$ cat src/design/i2cee_pkg.sv
// Package for the I2C EEPROM byte access master: beat and config types,
// bus phase codes, register indexes and reset values. No dependencies.
package i2cee_pkg;

   // counter width default and register reset values
   localparam int TickCounterBitsDefault = 16;
   localparam logic [9:0]  PhaseTicksReset  = 10'd50;
   localparam logic [15:0] SettleTicksReset = 16'd1000;

   // configuration register indexes
   localparam int CsrIndexBits = 1;
   localparam logic [CsrIndexBits-1:0] RegPhaseTicks  = 1'd0;
   localparam logic [CsrIndexBits-1:0] RegSettleTicks = 1'd1;

   // command kinds
   localparam logic KindWrite = 1'b0;
   localparam logic KindRead  = 1'b1;

   // byte constants
   localparam logic [7:0] DevWrMask = 8'hFE;
   localparam logic [7:0] DevRdBit  = 8'h01;
   localparam logic [7:0] MsbMask   = 8'h80;

   // bus phase codes
   localparam int PhaseBits = 5;
   localparam logic [PhaseBits-1:0] PhIdle   = 5'd0;
   localparam logic [PhaseBits-1:0] PhStHi   = 5'd1;
   localparam logic [PhaseBits-1:0] PhStLo   = 5'd2;
   localparam logic [PhaseBits-1:0] PhBitLo  = 5'd3;
   localparam logic [PhaseBits-1:0] PhBitHi  = 5'd4;
   localparam logic [PhaseBits-1:0] PhAckLo  = 5'd5;
   localparam logic [PhaseBits-1:0] PhAckHi  = 5'd6;
   localparam logic [PhaseBits-1:0] PhRsLo   = 5'd7;
   localparam logic [PhaseBits-1:0] PhRsHi   = 5'd8;
   localparam logic [PhaseBits-1:0] PhRsFall = 5'd9;
   localparam logic [PhaseBits-1:0] PhRdLo   = 5'd10;
   localparam logic [PhaseBits-1:0] PhRdHi   = 5'd11;
   localparam logic [PhaseBits-1:0] PhNkLo   = 5'd12;
   localparam logic [PhaseBits-1:0] PhNkHi   = 5'd13;
   localparam logic [PhaseBits-1:0] PhSpLo   = 5'd14;
   localparam logic [PhaseBits-1:0] PhSpHi   = 5'd15;
   localparam logic [PhaseBits-1:0] PhSpRel  = 5'd16;
   localparam logic [PhaseBits-1:0] PhSettle = 5'd17;
   localparam logic [PhaseBits-1:0] PhDone   = 5'd18;

   // byte numbers within a transaction
   localparam logic [1:0] ByteDev  = 2'd0;
   localparam logic [1:0] ByteAddr = 2'd1;
   localparam logic [1:0] ByteLast = 2'd2;

   typedef struct packed {
      logic       start_cmd;
      logic       kind;
      logic [7:0] device_addr;
      logic [8:0] mem_addr;
      logic [7:0] write_data;
      logic       sda_in;
   } i2cee_req_type;

   typedef struct packed {
      logic       scl;
      logic       sda_drive_low;
      logic       busy_res;
      logic       done_res;
      logic [7:0] read_result;
      logic       ack_error;
   } i2cee_rsp_type;

   typedef struct packed {
      logic [9:0]  phase_ticks;
      logic [15:0] settle_ticks;
   } i2cee_cfg_type;

   typedef struct packed {
      logic       kind;
      logic [7:0] device_addr;
      logic [8:0] mem_addr;
      logic [7:0] write_data;
   } i2cee_cmd_type;

endpackage

$ cat src/design/i2cee_seq.sv
// Bus sequencer: holds phase, tick counter, shifter and latched command,
// and advances them by one tick per accepted beat. Uses i2cee_pkg.
module i2cee_seq
   import i2cee_pkg::*;
#(
   parameter int TICK_COUNTER_BITS = TickCounterBitsDefault
) (
   input  logic          clock,
   input  logic          reset,
   input  logic          step,
   input  i2cee_cfg_type cfg,
   input  i2cee_req_type req,
   output i2cee_rsp_type rsp
);

   localparam int HoldW = (TICK_COUNTER_BITS > 16) ? TICK_COUNTER_BITS : 16;
   localparam logic [TICK_COUNTER_BITS-1:0] CntMax = '1;

   logic [PhaseBits-1:0]         phase_ff, phase_in;
   logic [TICK_COUNTER_BITS-1:0] tick_ff, tick_in;
   logic [2:0]                   bit_ff, bit_in;
   logic [7:0]                   shift_ff, shift_in;
   logic [7:0]                   read_ff, read_in;
   i2cee_cmd_type                cmd_ff, cmd_in;
   logic                         nack_ff, nack_in;
   logic [1:0]                   byte_ff, byte_in;

   // effective state after a possible launch
   logic [PhaseBits-1:0]         ph;
   logic [TICK_COUNTER_BITS-1:0] tc, tc_inc, hold;
   logic [HoldW-1:0]             hold_w;
   logic                         last;
   logic [7:0]                   page, rd_shift;

   always_comb begin
      ph      = phase_ff;
      cmd_in  = cmd_ff;
      nack_in = nack_ff;
      tc      = tick_ff;
      bit_in  = bit_ff;
      byte_in = byte_ff;
      // launch only from idle
      if (phase_ff == PhIdle && req.start_cmd) begin
         cmd_in  = '{kind: req.kind, device_addr: req.device_addr,
                     mem_addr: req.mem_addr, write_data: req.write_data};
         nack_in = 1'b0;
         tc      = '0;
         bit_in  = 3'd0;
         byte_in = ByteDev;
         ph      = PhStHi;
      end

      page     = {6'd0, cmd_in.mem_addr[8], 1'b0};
      rd_shift = {shift_ff[6:0], req.sda_in};

      // line levels of the phase the tick begins in
      rsp.scl           = 1'b1;
      rsp.sda_drive_low = 1'b0;
      case (ph)
         PhStLo, PhRsFall, PhSpHi: rsp.sda_drive_low = 1'b1;
         PhBitLo: begin
            rsp.scl           = 1'b0;
            rsp.sda_drive_low = ((shift_ff & MsbMask) == 8'd0);
         end
         PhBitHi: rsp.sda_drive_low = ((shift_ff & MsbMask) == 8'd0);
         PhAckLo, PhRsLo, PhRdLo, PhNkLo: rsp.scl = 1'b0;
         PhSpLo: begin
            rsp.scl           = 1'b0;
            rsp.sda_drive_low = 1'b1;
         end
         default: ;
      endcase
      rsp.busy_res = (ph != PhIdle) && (ph != PhDone);
      rsp.done_res = (ph == PhDone);

      // phase hold, saturated to the counter range
      if (ph == PhSettle) hold_w = HoldW'(cfg.settle_ticks);
      else if (cfg.phase_ticks == 10'd0) hold_w = HoldW'(1);
      else hold_w = HoldW'(cfg.phase_ticks);
      hold   = (hold_w > HoldW'(CntMax)) ? CntMax : hold_w[TICK_COUNTER_BITS-1:0];
      tc_inc = tc + 1'b1;
      last   = (tc_inc >= hold) || (tc_inc == '0);

      phase_in = ph;
      tick_in  = tc;
      shift_in = shift_ff;
      read_in  = read_ff;

      // phase advance
      if (ph == PhDone) begin
         phase_in = PhIdle;
         tick_in  = '0;
      end else if (ph != PhIdle) begin
         tick_in = tc_inc;
         if (last) begin
            tick_in = '0;
            case (ph)
               PhStHi: phase_in = PhStLo;
               PhStLo: begin
                  shift_in = (cmd_in.device_addr & DevWrMask) | page;
                  bit_in   = 3'd0;
                  byte_in  = ByteDev;
                  phase_in = PhBitLo;
               end
               PhBitLo: phase_in = PhBitHi;
               PhBitHi: begin
                  if (bit_in == 3'd7) begin
                     bit_in   = 3'd0;
                     phase_in = PhAckLo;
                  end else begin
                     bit_in   = bit_in + 3'd1;
                     shift_in = {shift_ff[6:0], 1'b0};
                     phase_in = PhBitLo;
                  end
               end
               PhAckLo: phase_in = PhAckHi;
               PhAckHi: begin
                  if (req.sda_in) nack_in = 1'b1;
                  if (byte_in == ByteDev) begin
                     shift_in = cmd_in.mem_addr[7:0];
                     bit_in   = 3'd0;
                     byte_in  = ByteAddr;
                     phase_in = PhBitLo;
                  end else if (byte_in == ByteAddr) begin
                     if (cmd_in.kind == KindWrite) begin
                        shift_in = cmd_in.write_data;
                        bit_in   = 3'd0;
                        byte_in  = ByteLast;
                        phase_in = PhBitLo;
                     end else begin
                        phase_in = PhRsLo;
                     end
                  end else begin
                     bit_in   = 3'd0;
                     phase_in = (cmd_in.kind == KindWrite) ? PhSpLo : PhRdLo;
                  end
               end
               PhRsLo:   phase_in = PhRsHi;
               PhRsHi:   phase_in = PhRsFall;
               PhRsFall: begin
                  shift_in = cmd_in.device_addr | DevRdBit | page;
                  bit_in   = 3'd0;
                  byte_in  = ByteLast;
                  phase_in = PhBitLo;
               end
               PhRdLo: phase_in = PhRdHi;
               PhRdHi: begin
                  shift_in = rd_shift;
                  if (bit_in == 3'd7) begin
                     bit_in   = 3'd0;
                     read_in  = rd_shift;
                     phase_in = PhNkLo;
                  end else begin
                     bit_in   = bit_in + 3'd1;
                     phase_in = PhRdLo;
                  end
               end
               PhNkLo:   phase_in = PhNkHi;
               PhNkHi:   phase_in = PhSpLo;
               PhSpLo:   phase_in = PhSpHi;
               PhSpHi:   phase_in = PhSpRel;
               PhSpRel:  phase_in = (cfg.settle_ticks == 16'd0) ? PhDone : PhSettle;
               PhSettle: phase_in = PhDone;
               default:  phase_in = PhIdle;
            endcase
         end
      end

      rsp.read_result = read_in;
      rsp.ack_error   = nack_in;
   end

   // state registers, stepped once per accepted beat
   always_ff @(posedge clock) begin
      if (reset) begin
         phase_ff <= PhIdle;
         tick_ff  <= '0;
         bit_ff   <= 3'd0;
         shift_ff <= 8'd0;
         read_ff  <= 8'd0;
         cmd_ff   <= '0;
         nack_ff  <= 1'b0;
         byte_ff  <= ByteDev;
      end else if (step) begin
         phase_ff <= phase_in;
         tick_ff  <= tick_in;
         bit_ff   <= bit_in;
         shift_ff <= shift_in;
         read_ff  <= read_in;
         cmd_ff   <= cmd_in;
         nack_ff  <= nack_in;
         byte_ff  <= byte_in;
      end
   end

endmodule

$ cat src/design/i2c_eeprom_byte_access_master.sv
// Top level of the I2C EEPROM byte access master: config registers,
// beat handshake and result register. Uses i2cee_pkg and i2cee_seq.
//
// Each request beat is one tick of the I2C bus sequencer: it carries the
// command fields and the sampled SDA level, and yields exactly one response
// beat with the SCL/SDA drive levels, busy/done flags, the last read byte and
// the ack error flag. A beat is taken every clock cycle unless req_stall is
// high; the sequencer steps once per beat and the response is registered,
// so it appears in the cycle after its request is taken. The response
// register lets a new request in while the previous response is still held,
// so req_stall only rises when the response is held and rsp_stall is high.
// A single-byte write sends start, device, address and data bytes with acks
// and stop, a read more phases; phase_ticks sets each phase, settle_ticks
// the idle time after stop. Write registers only while no beat is in flight;
// a new hold applies at once, also within a running phase.
module i2c_eeprom_byte_access_master
   import i2cee_pkg::*;
#(
   parameter int TICK_COUNTER_BITS = TickCounterBitsDefault
) (
   input  logic                    clock,
   input  logic                    reset,
   input  logic                    req_valid,
   output logic                    req_stall,
   input  i2cee_req_type           req_data,
   output logic                    rsp_valid,
   input  logic                    rsp_stall,
   output i2cee_rsp_type           rsp_data,
   input  logic                    csr_write_enable,
   input  logic [CsrIndexBits-1:0] csr_index,
   input  logic [15:0]             csr_wdata
);

   i2cee_cfg_type cfg_ff;
   logic          rsp_valid_ff, rsp_valid_in;
   i2cee_rsp_type rsp_data_ff;
   i2cee_rsp_type seq_rsp;
   logic          accept;

   // config registers
   always_ff @(posedge clock) begin
      if (reset) begin
         cfg_ff.phase_ticks  <= PhaseTicksReset;
         cfg_ff.settle_ticks <= SettleTicksReset;
      end else if (csr_write_enable) begin
         case (csr_index)
            RegPhaseTicks:  cfg_ff.phase_ticks  <= csr_wdata[9:0];
            RegSettleTicks: cfg_ff.settle_ticks <= csr_wdata;
            default: ;
         endcase
      end
   end

   // handshake: stall only when the held response cannot leave
   assign req_stall = rsp_valid_ff & rsp_stall;
   assign accept    = req_valid & ~req_stall;

   i2cee_seq #(
      .TICK_COUNTER_BITS(TICK_COUNTER_BITS)
   ) u_seq (
      .clock (clock),
      .reset (reset),
      .step  (accept),
      .cfg   (cfg_ff),
      .req   (req_data),
      .rsp   (seq_rsp)
   );

   // response register
   always_comb begin
      rsp_valid_in = rsp_valid_ff;
      if (accept) rsp_valid_in = 1'b1;
      else if (!rsp_stall) rsp_valid_in = 1'b0;
   end

   always_ff @(posedge clock) begin
      if (reset) rsp_valid_ff <= 1'b0;
      else rsp_valid_ff <= rsp_valid_in;
   end

   always_ff @(posedge clock) begin
      if (accept) rsp_data_ff <= seq_rsp;
   end

   assign rsp_valid = rsp_valid_ff;
   assign rsp_data  = rsp_data_ff;

endmodule
$ cat config.mk
export PLATFORM = sky130hd
export DESIGN_NAME = i2c_eeprom_byte_access_master
export DESIGN_NICKNAME = d
export VERILOG_FILES = /design/src/design/i2cee_pkg.sv /design/src/design/i2cee_seq.sv /design/src/design/i2c_eeprom_byte_access_master.sv
export SDC_FILE = /design/constraint.sdc
export NUM_CORES = 1
export LEC_CHECK = 0
export BUFFER_PORTS_ARGS = -buffer_cell sky130_fd_sc_hd__buf_4
export CAP_MARGIN = 20
export CORE_MARGIN = 2
export CORE_UTILIZATION = 40
export DETAILED_ROUTE_END_ITERATION = 8
export MAX_ROUTING_LAYER = met4
export REMOVE_ABC_BUFFERS = 1
export SLEW_MARGIN = 20
export SYNTH_ARGS = -nofsm -noshare
export SYNTH_HDL_FRONTEND = slang
export SYNTH_SLANG_ARGS = --single-unit
$ cat constraint.sdc
create_clock -name clock -period 5.5 [get_ports clock]
set_input_delay 0.275 -clock clock [delete_from_list [all_inputs] [get_ports clock]]
set_output_delay 0.275 -clock clock [all_outputs]
set_load 0.03 [all_outputs]
## Yosys cells after proc, flatten, opt, wreduce, memory -nomap -nowiden

Index checks and enable logic that the tools add are counted.
W data, S select, Z words.

- Bits of input ports: 50
- Memories kept: 0
- Output and inout port bits: 15
- Word-level logic and storage cells: 134
- Memory bits (read-only): 0
- Latch bits: 0
- Register bits: 109
- Memory bits (writable): 0

- Mux-type cells: 57
- Add/sub/neg operators: 2
- Equality and inequality tests: 25
- Bitwise operators: 7
- Shifts and indexed selects: 0
- Multipliers: 0
- Reduce and logical (&&, ||, !) cells: 20
- $lt $le $gt $ge: 2
- Divide/modulo/power cells: 0

Operators with widths:

| kind | count |
|---|---|
| $mux W16 | 6 |
| $pmux W5 S16 | 1 |
| $mux W8 | 9 |
| $eq A5 B4 Y1 const B | 8 |
| $pmux W8 S5 | 1 |
| $mux W3 | 12 |
| $logic_not A16 Y1 | 2 |
| $mux W5 | 6 |
| $mux W26 | 1 |
| $eq A5 B3 Y1 const B | 4 |
| $add A16 B1 Y16 const B | 1 |
| $ge A16 B16 Y1 | 1 |
| $gt A16 B16 Y1 const B | 1 |
| $mux W2 | 8 |
| $or A8 B2 Y8 | 2 |
| $eq A5 B5 Y1 const B | 3 |
| $eq A5 B2 Y1 const B | 2 |
| $logic_not A10 Y1 | 1 |
| $mux W10 | 1 |
| $reduce_bool A5 Y1 | 2 |
| $mux W1 | 9 |
| $pmux W3 S3 | 1 |
| $logic_not A8 Y1 | 1 |
| $reduce_and A8 Y1 | 1 |
| other kinds (21) | 29 |

## Logic depth before layout (Yosys ltp)

Gate-level depths: netlist of run 1.

- Depth after elaboration: 12
- Depth in mapped cells: 22

## Hierarchy

Synthesis of run 1 repeated with hierarchy kept, for this count alone.

- Cell total of the unflattened synthesis: 759
- Area total of the unflattened synthesis: 6347.3 µm²

By module, submodules not included:

| module | area each (µm²) | cells each | times used |
|---|---|---|---|
| i2cee_seq | 4762.1 | 630 | 1 |
| i2c_eeprom_byte_access_master | 1585.3 | 129 | 1 |

## Least setup slack after synthesis of run 1

No wires, ideal clock.

- Kind: reg-to-reg
- From: reg u_seq.phase_ff[1]
- To: reg u_seq.tick_ff[5]
- Setup slack: 0.778 ns
- Library setup time: 0.059 ns
- Period minus slack after synthesis: 4.722 ns
- Data arrival time: 4.663 ns
- Stages on the path, launching flop included: 22
- Path through: dfxtp_1 > buf_6 > nor3_4 > nand2_1 > clkbuf_1 > clkbuf_1 > and2_1 > ha_1 > buf_2 > nand4_1 > or3_1 > a21oi_1 > ha_1 > nand4_1 > nor2_1 > a211o_1 > a2111oi_0 > nor2_1 > nor4_1 > buf_2 > o211ai_1 > nand2_1

- Cells in the longest elaborated chain, start to end: 12

Ends and longest elaborated chain:

| element | RTL line | text |
|---|---|---|
| start: declaration | i2cee_seq.sv:19 | `logic [PhaseBits-1:0] phase_ff, phase_in;` |
| start signal: assignment | i2cee_seq.sv:176 | `phase_ff <= PhIdle;` |
| start signal: assignment | i2cee_seq.sv:185 | `phase_ff <= phase_in;` |
| $logic_not A5 Y1 | i2cee_seq.sv:43 | `if (phase_ff == PhIdle && req.start_cmd) begin` |
| $logic_and A1 B1 Y1 | i2cee_seq.sv:43 |  |
| $mux W5 | i2cee_seq.sv:43 |  |
| $eq A5 B5 Y1 | i2cee_seq.sv:77 | `if (ph == PhSettle) hold_w = HoldW'(cfg.settle_ticks);` |
| $mux W16 | i2cee_seq.sv:77 |  |
| $gt A16 B16 Y1 | i2cee_seq.sv:80 | `hold = (hold_w > HoldW'(CntMax)) ? CntMax : hold_w[TICK_COUNTER_BITS-1:0];` |
| $mux W16 | i2cee_seq.sv:80 |  |
| $ge A16 B16 Y1 | i2cee_seq.sv:82 | `last = (tc_inc >= hold) \|\| (tc_inc == '0);` |
| $logic_or A1 B1 Y1 | i2cee_seq.sv:82 |  |
| $mux W16 | i2cee_seq.sv:95 | `if (last) begin` |
| $mux W16 | i2cee_seq.sv:93 | `end else if (ph != PhIdle) begin` |
| $mux W16 (*) | i2cee_seq.sv:90 | `if (ph == PhDone) begin` |
| end signal: assignment | i2cee_seq.sv:186 | `tick_ff <= tick_in;` |
| end: declaration | i2cee_seq.sv:20 | `logic [TICK_COUNTER_BITS-1:0] tick_ff, tick_in;` |

Mark *: on every way between the ends. The rest lies on a longest branch, timed or not.
A chain may end at the register's enable or synchronous reset.

==> flow_summary.toml, run 1 <==
[outcome]
status = "completed"

[synth]
synth_compound_area_frac = 0.201
synth_xor_area_frac = 0.0147
yosys-mux-area-fraction = 0.0559
seq_area_frac_synth = 0.385
yosysWarningCount = 0
synth_cell_types = 65
synth-simple-area-share = 0.253
synthArstFlopShare = 0
synth_area_per_cell_um2 = 7.93
synthCells = 751
synth_fa_ha_area_frac = 0.0420
synth_top_family_by_area = "simple AND/OR/NAND/NOR gates"
ys.flop_type = "dfxtp_1"
synth-edff-count = 13
ys_ff_latch = 108
synthesis.area_um2 = 5950

[detailed_routing]
wirelength_um = 16100
wl_per_cell_um = 16.4
viasPerCell = 5.65
drt.antenna.violating_nets = 0
drc = 0
num_vias = 5535
drtIter0Drc = 431
dr.pass1.iters = 4

[floorplanning]
die_area_um2 = 15900
row_count = 44
initial_core_util = 0.410
die_w_um = 126
fp.coreArea_um2 = 14500
die_y_um = 126
io_pins = 65

[cts]
cts.path.max_buffers = 2
insertion_delay_ns = 0.36
htree_levels = 3
cts_setup_buffers = 0
cts.sinks = 108
hold_buffers = 0
numCtsBuffers = 9
cts.repair.resized = 0
cts_root_buf = "clkbuf_16"
path_clk_slew_ns = 0.07
cts_tree = "yes"

[run]
drv_cap = 0

[finish]
fin_nets = 861
fin_util = 0.474
antenna_cells = 0
layout_common_cells = "176 x nand2_1, 95 x dfxtp_1, 79 x buf_4"
layout_commonest_cell = "nand2_1"
synthToLayoutAreaGrowth_pct = 15.6
layout-drive-gt1-share = 0.148

[global_route]
gr-max-usage-layer = "met2"
grtUsageMet1 = 0.289
grt_overflow = 0
grt_pass1_wl_um = 26500
grt_antenna_before_repair = 0
first_global_vias = 5295
grt_util_met2 = 0.313
grt_use_met3 = 0.0285
grt_max_degree = 71
grt_use_total = 0.210

[timing]
max_slew_margin = 0.368
fmax_mhz = 205
rsz0062_at_grt = "no"
maxSlewViolCount = 0
worst_pin_slew_ns = 0.946
clock_skew_ns = 0.00715
fin_tns_setup_ns = 0
setup_viol = 0
finalHoldViolCount = 0
period_share = 0.887
finalCriticalPeriod_ns = 4.88

[setup_path]
critPathLaunchType = "flip-flop"
required_ns = 5.61
cp.arrival_ns = 4.99
cp-end-kind = "flip-flop"
crit_fanout = 8
critPathKind = "flip-flop to flip-flop"

[power_and_ir_drop]
peakVddDrop_mv = 0.166
power_density_nw_per_um2 = 249
p_leak_nw = 2.73

[placement]
io_buffer_count = 63
dp_hpwl_um = 11200
gp_congestion = 0.884

[min_path]
holdCritPathClass = "input pin to flip-flop"
[per-layer routing]
layer / up-vias / routed length [um]
met5: - / 0
met4: 0 / 366
met3: 26 / 861
met2: 187 / 7110
met1: 2570 / 7720
li1: 2752 / -
[path summary, 6_finish.rpt]
path / slack, ns / cells past startpoint / endpoint / start
setup / recovery: 0.62 / 16 / rsp_data[2]$_DFFE_PP_ / u_seq.phase_ff[2]$_SDFFE_PP0P_
hold / removal: 0.14 / 3 / rsp_valid$_SDFFE_PP0P_ / req_valid
setup reg to reg: 0.62 / 16 / rsp_data[2]$_DFFE_PP_ / u_seq.phase_ff[2]$_SDFFE_PP0P_
hold reg to reg: 0.46 / 2 / u_seq.cmd_ff[18]$_SDFFE_PP0P_ / u_seq.cmd_ff[18]$_SDFFE_PP0P_
[kinds of logic (layout without fill, tap and decap cells)]
family          Yosys count  count (layout)
buf+inv                  71             116
compound gates          187             187
simple gates            326             326
fa+ha+maj                20              20
xor+xnor                 10              10
mux                      29              29
flops                   108             108
[report_power, final]
| part | total (W) | switching [W] | internal, W |
|---|---|---|---|
| Combinational | 0.000202 | 0.000127 | 0.0000743 |
| Sequential | 0.000840 | 0.0000168 | 0.000823 |
| Clock | 0.000670 | 0.000311 | 0.000359 |
[worst max-delay path, cell delays in order (launching register included)]
cell	delay, ns
dfxtp_1	0.33
nor3b_2	0.44
nand2_1	0.19
and2_1	0.22
ha_1	0.21
nand4_1	0.21
nor3_2	0.09
xnor2_1	0.14
nor2_1	0.07
ha_1	0.35
nand4_1	0.11
a211oi_1	0.25
a2111oi_0	0.15
nor2_1	0.62
nor2_2	0.09
or4_1	0.77
mux2_4	0.39
[cell type report]
type                       count  area [um2]
clock buffer                  10         229
clock inverter                 6        71.3
fill                        1438        7650
inverter                      21        78.8
multi-input combinational    572        3390
sequential                   108        2290
tap                          184         230
timing repair buffer          79         593
[synth_stat cells, types with 6 or more instances]
| cell type | instances | area [um2] |
|---|---|---|
| ha_1 | 20 | 250 |
| nand2_1 | 176 | 661 |
| a21o_1 | 12 | 90.1 |
| nor2_1 | 36 | 135 |
| nor4_1 | 16 | 100 |
| mux2i_1 | 19 | 190 |
| nand4_1 | 11 | 68.8 |
| clkbuf_1 | 38 | 143 |
| a22o_1 | 14 | 123 |
| a31oi_1 | 6 | 37.5 |
| xnor2_1 | 7 | 61.3 |
| a22oi_1 | 8 | 60.1 |
| or3_1 | 10 | 62.6 |
| and2_1 | 8 | 50.1 |
| edfxtp_1 | 13 | 390 |
| and3_1 | 6 | 37.5 |
| inv_1 | 20 | 75.1 |
| mux2_4 | 8 | 120 |
| o21ai_0 | 20 | 100 |
| a21oi_1 | 75 | 375 |
| nand3_1 | 30 | 150 |
| o22ai_1 | 6 | 37.5 |
| buf_2 | 6 | 30.0 |
| dfxtp_1 | 95 | 1900 |
| o211ai_1 | 10 | 75.1 |
| nor3_1 | 10 | 50.1 |
[stage by stage]
step	area (um2)	total power [W]	setup slack [ns]	cells	hold WS, ns
6_report	6880	0.00171	0.619	980	0.137
5_1_grt	6880	0.00179	0.287	980	0.142
2_1_floorplan	5750	0.000965	-0.140	701	0.344
4_1_cts	6880	0.00173	0.675	980	0.127
3_3_place_gp	6580	0.00106	0.741	964	0.438
3_5_place_dp	6580	0.00106	0.652	964	0.446
[state kept, by name, indices dropped and copies added, names as in the netlist]
register        flops
rsp_data           13
u_seq.shift_ff      8
u_seq.read_ff       8
u_seq.cmd_ff       25
u_seq.bit_ff        3
rsp_valid           1
u_seq.nack_ff       1
u_seq.byte_ff       2
cfg_ff             26
u_seq.tick_ff      16
u_seq.phase_ff      5
Note: power is estimated with default switching activity, not from simulation.
==> inputs of run 2 (changes only) <==
--- a/config.mk
+++ b/config.mk
@@ -7,3 +7,2 @@
 export LEC_CHECK = 0
-export BUFFER_PORTS_ARGS = -buffer_cell sky130_fd_sc_hd__buf_4
 export CAP_MARGIN = 20
@@ -12,2 +11,3 @@
 export DETAILED_ROUTE_END_ITERATION = 8
+export DONT_BUFFER_PORTS = 1
 export MAX_ROUTING_LAYER = met4
==> constraint.sdc (replaced) <==
create_clock -name clock -period 5.5 [get_ports clock]
set_input_delay 0.825 -clock clock [delete_from_list [all_inputs] [get_ports clock]]
set_output_delay 0.825 -clock clock [all_outputs]
set_load 0.03 [all_outputs]
==> run 2 against run 1 <==
Compared with the run above: total power shrank 1.3%; combinational power down 29%; utilization decreased by 3.1 points; worst hold slack better by 0.31 ns; sequential cell count did not move; die area is the same; clock power increased by 3.4%; critical path type is now input pin to flip-flop; largest power group unchanged; highest routed layer unchanged.
==> flow_summary.toml, run 2 (synthesized netlist as in run 1, its figures left out) <==
[outcome]
status = "completed"

[floorplanning]
row_count = 44
die_area_um2 = 15900
initial_core_util = 0.410
fp.coreArea_um2 = 14500
die_y_um = 126
io_pins = 65
die_w_um = 126

[cts]
cts_tree = "yes"
cts.sinks = 108
insertion_delay_ns = 0.36
cts_setup_buffers = 0
cts.repair.resized = 0
hold_buffers = 0
cts.path.max_buffers = 2
path_clk_slew_ns = 0.07
numCtsBuffers = 9
cts_root_buf = "clkbuf_16"
htree_levels = 3

[finish]
finalInstanceArea_um2 = 6440
largest_reg_flops = 26
reg_top3 = "cfg_ff x26, u_seq.cmd_ff x25, u_seq.tick_ff x16"
regMostFlops = "cfg_ff"
layout_commonest_cell = "nand2_1"
antenna_cells = 0
layout-drive-gt1-share = 0.0763
synthToLayoutAreaGrowth_pct = 8.13
fin_nets = 799
fillers = 1473
layout_common_cells = "176 x nand2_1, 95 x dfxtp_1, 75 x a21oi_1"

[timing]
clock_skew_ns = 0.00711
period_share = 0.904
rsz0062_at_grt = "no"
worst_pin_slew_ns = 0.927
fmax_mhz = 201
finalCriticalPeriod_ns = 4.97
max_slew_margin = 0.380
maxSlewViolCount = 0
finalHoldViolCount = 0
setup_viol = 0

[detailed_routing]
viasPerCell = 5.85
wl_per_cell_um = 16.5
num_vias = 5371
dr.pass1.iters = 5
drt.antenna.violating_nets = 0
drc = 0
wirelength_um = 15200
drtIter0Drc = 530

[setup_path]
required_ns = 5.61
cp-end-kind = "flip-flop"
critPathKind = "input pin to flip-flop"
cp.arrival_ns = 5.08
worst-r2r-setup-slack_ns = 0.72
crit_fanout = 8
critPathLaunchType = "input pin"

[global_route]
grt_pass1_wl_um = 25000
grt_antenna_before_repair = 0
grt_use_total = 0.198
grt_max_degree = 71
first_global_vias = 5067
grt_overflow = 0

[placement]
gp_congestion = 0.924
placed_cell_area_um2 = 6120
io_buffer_count = 0
dp_hpwl_um = 10800

[power_and_ir_drop]
total_power_w = 0.00169
peakVddDrop_mv = 0.243
power_density_nw_per_um2 = 262
p_leak_nw = 2.44

[run]
drv_cap = 0

[min_path]
holdCritPathClass = "flip-flop to flip-flop"
-- run 2: power by group --
| group | switching (W) | internal, W | total [W] |
|---|---|---|---|
| Clock | 0.000297 | 0.000396 | 0.000693 |
| Sequential | 0.0000274 | 0.000824 | 0.000851 |
| Combinational | 0.0000970 | 0.0000474 | 0.000144 |
| Total | 0.000422 | 0.00127 | 0.00169 |
-- run 2: metal layers --
| layer | vias up | track usage | wire length, um |
|---|---|---|---|
| li1 | 2639 | - | - |
| met1 | 2514 | 0.255 | 6890 |
| met2 | 200 | 0.309 | 7050 |
| met3 | 18 | 0.0544 | 1040 |
| met4 | 0 | 0.0537 | 170 |
| met5 | - | - | 0 |
-- run 2: path summary, 6_finish.rpt --
path                                                     start                            to  depth (start not counted)
worst max-delay path                              req_data[27]         rsp_data[6]$_DFFE_PP_                         16
worst min-delay path              u_seq.cmd_ff[3]$_SDFFE_PP0P_  u_seq.cmd_ff[3]$_SDFFE_PP0P_                          2
worst max register to register  u_seq.phase_ff[0]$_SDFFE_PP0P_         rsp_data[6]$_DFFE_PP_                         16
worst min register to register    u_seq.cmd_ff[3]$_SDFFE_PP0P_  u_seq.cmd_ff[3]$_SDFFE_PP0P_                          2
-- run 2: cell type report --
| cell class | count | area (um2) | area share |
|---|---|---|---|
| clock buffer | 12 | 268 | 0.0416 |
| clock inverter | 4 | 52.6 | 0.00816 |
| inverter | 21 | 78.8 | 0.0122 |
| multi-input combinational | 572 | 3390 | 0.526 |
| sequential | 108 | 2290 | 0.356 |
| tap | 184 | 230 | 0.0358 |
| timing repair buffer | 17 | 128 | 0.0198 |
-- run 2: critical path: stages --
cell and delay [ns]:
nor3b_2 0.15, nand2_1 0.24, nand2_1 0.11, inv_1 0.12
ha_1 0.18, nand4_1 0.26, or3_1 0.40, a21oi_1 0.29
ha_1 0.17, nand4_1 0.11, a211oi_1 0.25, a2111oi_0 0.14
nor2_1 0.60, nor2_2 0.09, or4_1 0.75, mux2_4 0.39
-- run 2: metrics by stage --
| stage | cells | util | setup WS (ns) | setup TNS (ns) | hold slack (ns) |
|---|---|---|---|---|---|
| 2_1_floorplan | 701 | - | -0.343 | -3.70 | 0.425 |
| 3_3_place_gp | 902 | 0.421 | 0.353 | 0 | 0.432 |
| 3_5_place_dp | 902 | 0.421 | 0.188 | 0 | 0.441 |
| 4_1_cts | 918 | 0.443 | 0.575 | 0 | 0.450 |
| 5_1_grt | 918 | 0.443 | 0.190 | 0 | 0.464 |
| 6_report | 918 | 0.443 | 0.529 | 0 | 0.452 |
==> inputs of run 3 (changes only) <==
- CTS_BUF_LIST: not set -> sky130_fd_sc_hd__clkbuf_16
==> run 3 against run 2 <==
Compared with the run above: critical path type unchanged; maximum frequency is essentially flat; final cell count is the same; die area is the same; sequential cell count is the same; non-clock buffer count is the same; highest routed layer unchanged; count of clock-buffer cells in the layout shrank 2.
==> flow_summary.toml, run 3 (synthesized netlist as in run 1, its figures left out) <==
[outcome]
status = "completed"

[detailed_routing]
viasPerCell = 5.86
dr.pass1.iters = 5
wl_per_cell_um = 16.5
wirelength_um = 15200
drc = 0
drt.antenna.violating_nets = 0
num_vias = 5382
drtIter0Drc = 529

[cts]
cts.path.max_buffers = 2
cts.repair.resized = 0
hold_buffers = 0
cts.sinks = 108
numCtsBuffers = 9
insertion_delay_ns = 0.36
htree_levels = 3
cts_setup_buffers = 0
path_clk_slew_ns = 0.07
cts_root_buf = "clkbuf_16"
cts_tree = "yes"

[global_route]
gr-max-usage-layer = "met2"
grt_use_met3 = 0.0544
first_global_vias = 5067
grtUsageMet1 = 0.255
grt_antenna_before_repair = 0
grt_overflow = 0
grt_use_total = 0.198
grt_max_degree = 71
grt_util_met2 = 0.309
grt_pass1_wl_um = 25000

[timing]
max_slew_margin = 0.371
setup_viol = 0
hold_slack_ns = 0.452
fin_tns_setup_ns = 0
period_share = 0.903
clock_skew_ns = 0.00755
finalHoldViolCount = 0
worst_pin_slew_ns = 0.942
finalCriticalPeriod_ns = 4.97
maxSlewViolCount = 0
rsz0062_at_grt = "no"
fmax_mhz = 201

[placement]
dp_hpwl_um = 10800
io_buffer_count = 0
gp_congestion = 0.924
placed_cell_area_um2 = 6120

[floorplanning]
io_pins = 65
die_w_um = 126
die_area_um2 = 15900
die_y_um = 126
fp.coreArea_um2 = 14500
row_count = 44
initial_core_util = 0.410

[setup_path]
cp.arrival_ns = 5.08
cp-startpoint = "req_data[27]"
rr_startpoint = "u_seq.phase_ff[0]$_SDFFE_PP0P_"
critPathKind = "input pin to flip-flop"
cp-end-kind = "flip-flop"
worst-r2r-setup-slack_ns = 0.72
critPathLaunchType = "input pin"
reg2reg_depth = 16
crit_fanout = 8
required_ns = 5.61
r2r-end = "rsp_data[6]$_DFFE_PP_"

[finish]
regMostFlops = "cfg_ff"
fin_nets = 799
fillers = 1474
synthToLayoutAreaGrowth_pct = 7.96
antenna_cells = 0
reg_top3 = "cfg_ff x26, u_seq.cmd_ff x25, u_seq.tick_ff x16"
multi_input_area_um2 = 3390
largest_reg_flops = 26
layout-drive-gt1-share = 0.0749
seq_area_um2 = 2290
fin_util = 0.442
layout_common_cells = "176 x nand2_1, 95 x dfxtp_1, 75 x a21oi_1"
finalInstanceArea_um2 = 6430
layout_commonest_cell = "nand2_1"

[power_and_ir_drop]
peakVddDrop_mv = 0.241
seq_power_share = 0.508
comb_power_share = 0.086
p_clk_frac = 0.405
p_switching_w = 0.000423
p_leak_nw = 2.44
p_int_w = 0.00125
power_density_nw_per_um2 = 260
swShare = 0.252

[min_path]
holdCritPathClass = "flip-flop to flip-flop"
min_from = "u_seq.cmd_ff[3]$_SDFFE_PP0P_"
min_delay_worst_endpoint = "u_seq.cmd_ff[3]$_SDFFE_PP0P_"
hold_path_depth = 2

[run]
drv_cap = 0
-- run 3: worst max-delay path by stage --
| stage | to | cells after the start |
|---|---|---|
| after floorplan | u_seq.tick_ff[3]$_SDFFE_PP0P_ | 17 |
| after global placement | rsp_data[7]$_DFFE_PP_ | 16 |
| after global routing | rsp_data[6]$_DFFE_PP_ | 16 |
| after CTS | rsp_data[6]$_DFFE_PP_ | 16 |
| after detailed placement | rsp_data[6]$_DFFE_PP_ | 17 |
| final | rsp_data[6]$_DFFE_PP_ | 16 |
-- run 3: cell type report --
type | count | share of cell area
Clock buffer | 10 | 0.0389
Clock inverter | 6 | 0.00934
Inverter | 21 | 0.0123
Multi-Input combinational cell | 572 | 0.527
Sequential cell | 108 | 0.357
Tap cell | 184 | 0.0358
Timing Repair Buffer | 17 | 0.0199
-- run 3: worst max-delay path: stages --
cell       delay, ns
nor3b_2         0.15
nand2_1         0.24
nand2_1         0.11
inv_1           0.12
ha_1            0.18
nand4_1         0.26
or3_1           0.40
a21oi_1         0.29
ha_1            0.17
nand4_1         0.11
a211oi_1        0.25
a2111oi_0       0.14
nor2_1          0.60
nor2_2          0.09
or4_1           0.75
mux2_4          0.39
-- run 3: routing by layer --
metal / wire length [um] / vias to the layer above
met4: 154 / 0
li1: - / 2636
met2: 7090 / 199
met5: 0 / -
met3: 1040 / 18
met1: 6910 / 2529
-- run 3: stage by stage --
stage / power (W) / setup slack (ns) / std cells
after floorplan: 0.000965 / -0.343 / 701
after global routing: 0.00174 / 0.190 / 918
after detailed placement: 0.00101 / 0.188 / 902
after global placement: 0.00101 / 0.353 / 902
final: 0.00167 / 0.533 / 918
after CTS: 0.00168 / 0.575 / 918
-- run 3: power by group through the flow --
stage / Combinational (W) / Sequential, W / Clock [W]
after floorplan: 0.0000972 / 0.000868 / 0
after global placement: 0.000140 / 0.000868 / 0
after detailed placement: 0.000143 / 0.000870 / 0
after CTS: 0.000144 / 0.000851 / 0.000689
after global routing: 0.000163 / 0.000854 / 0.000723
final: 0.000144 / 0.000851 / 0.000678
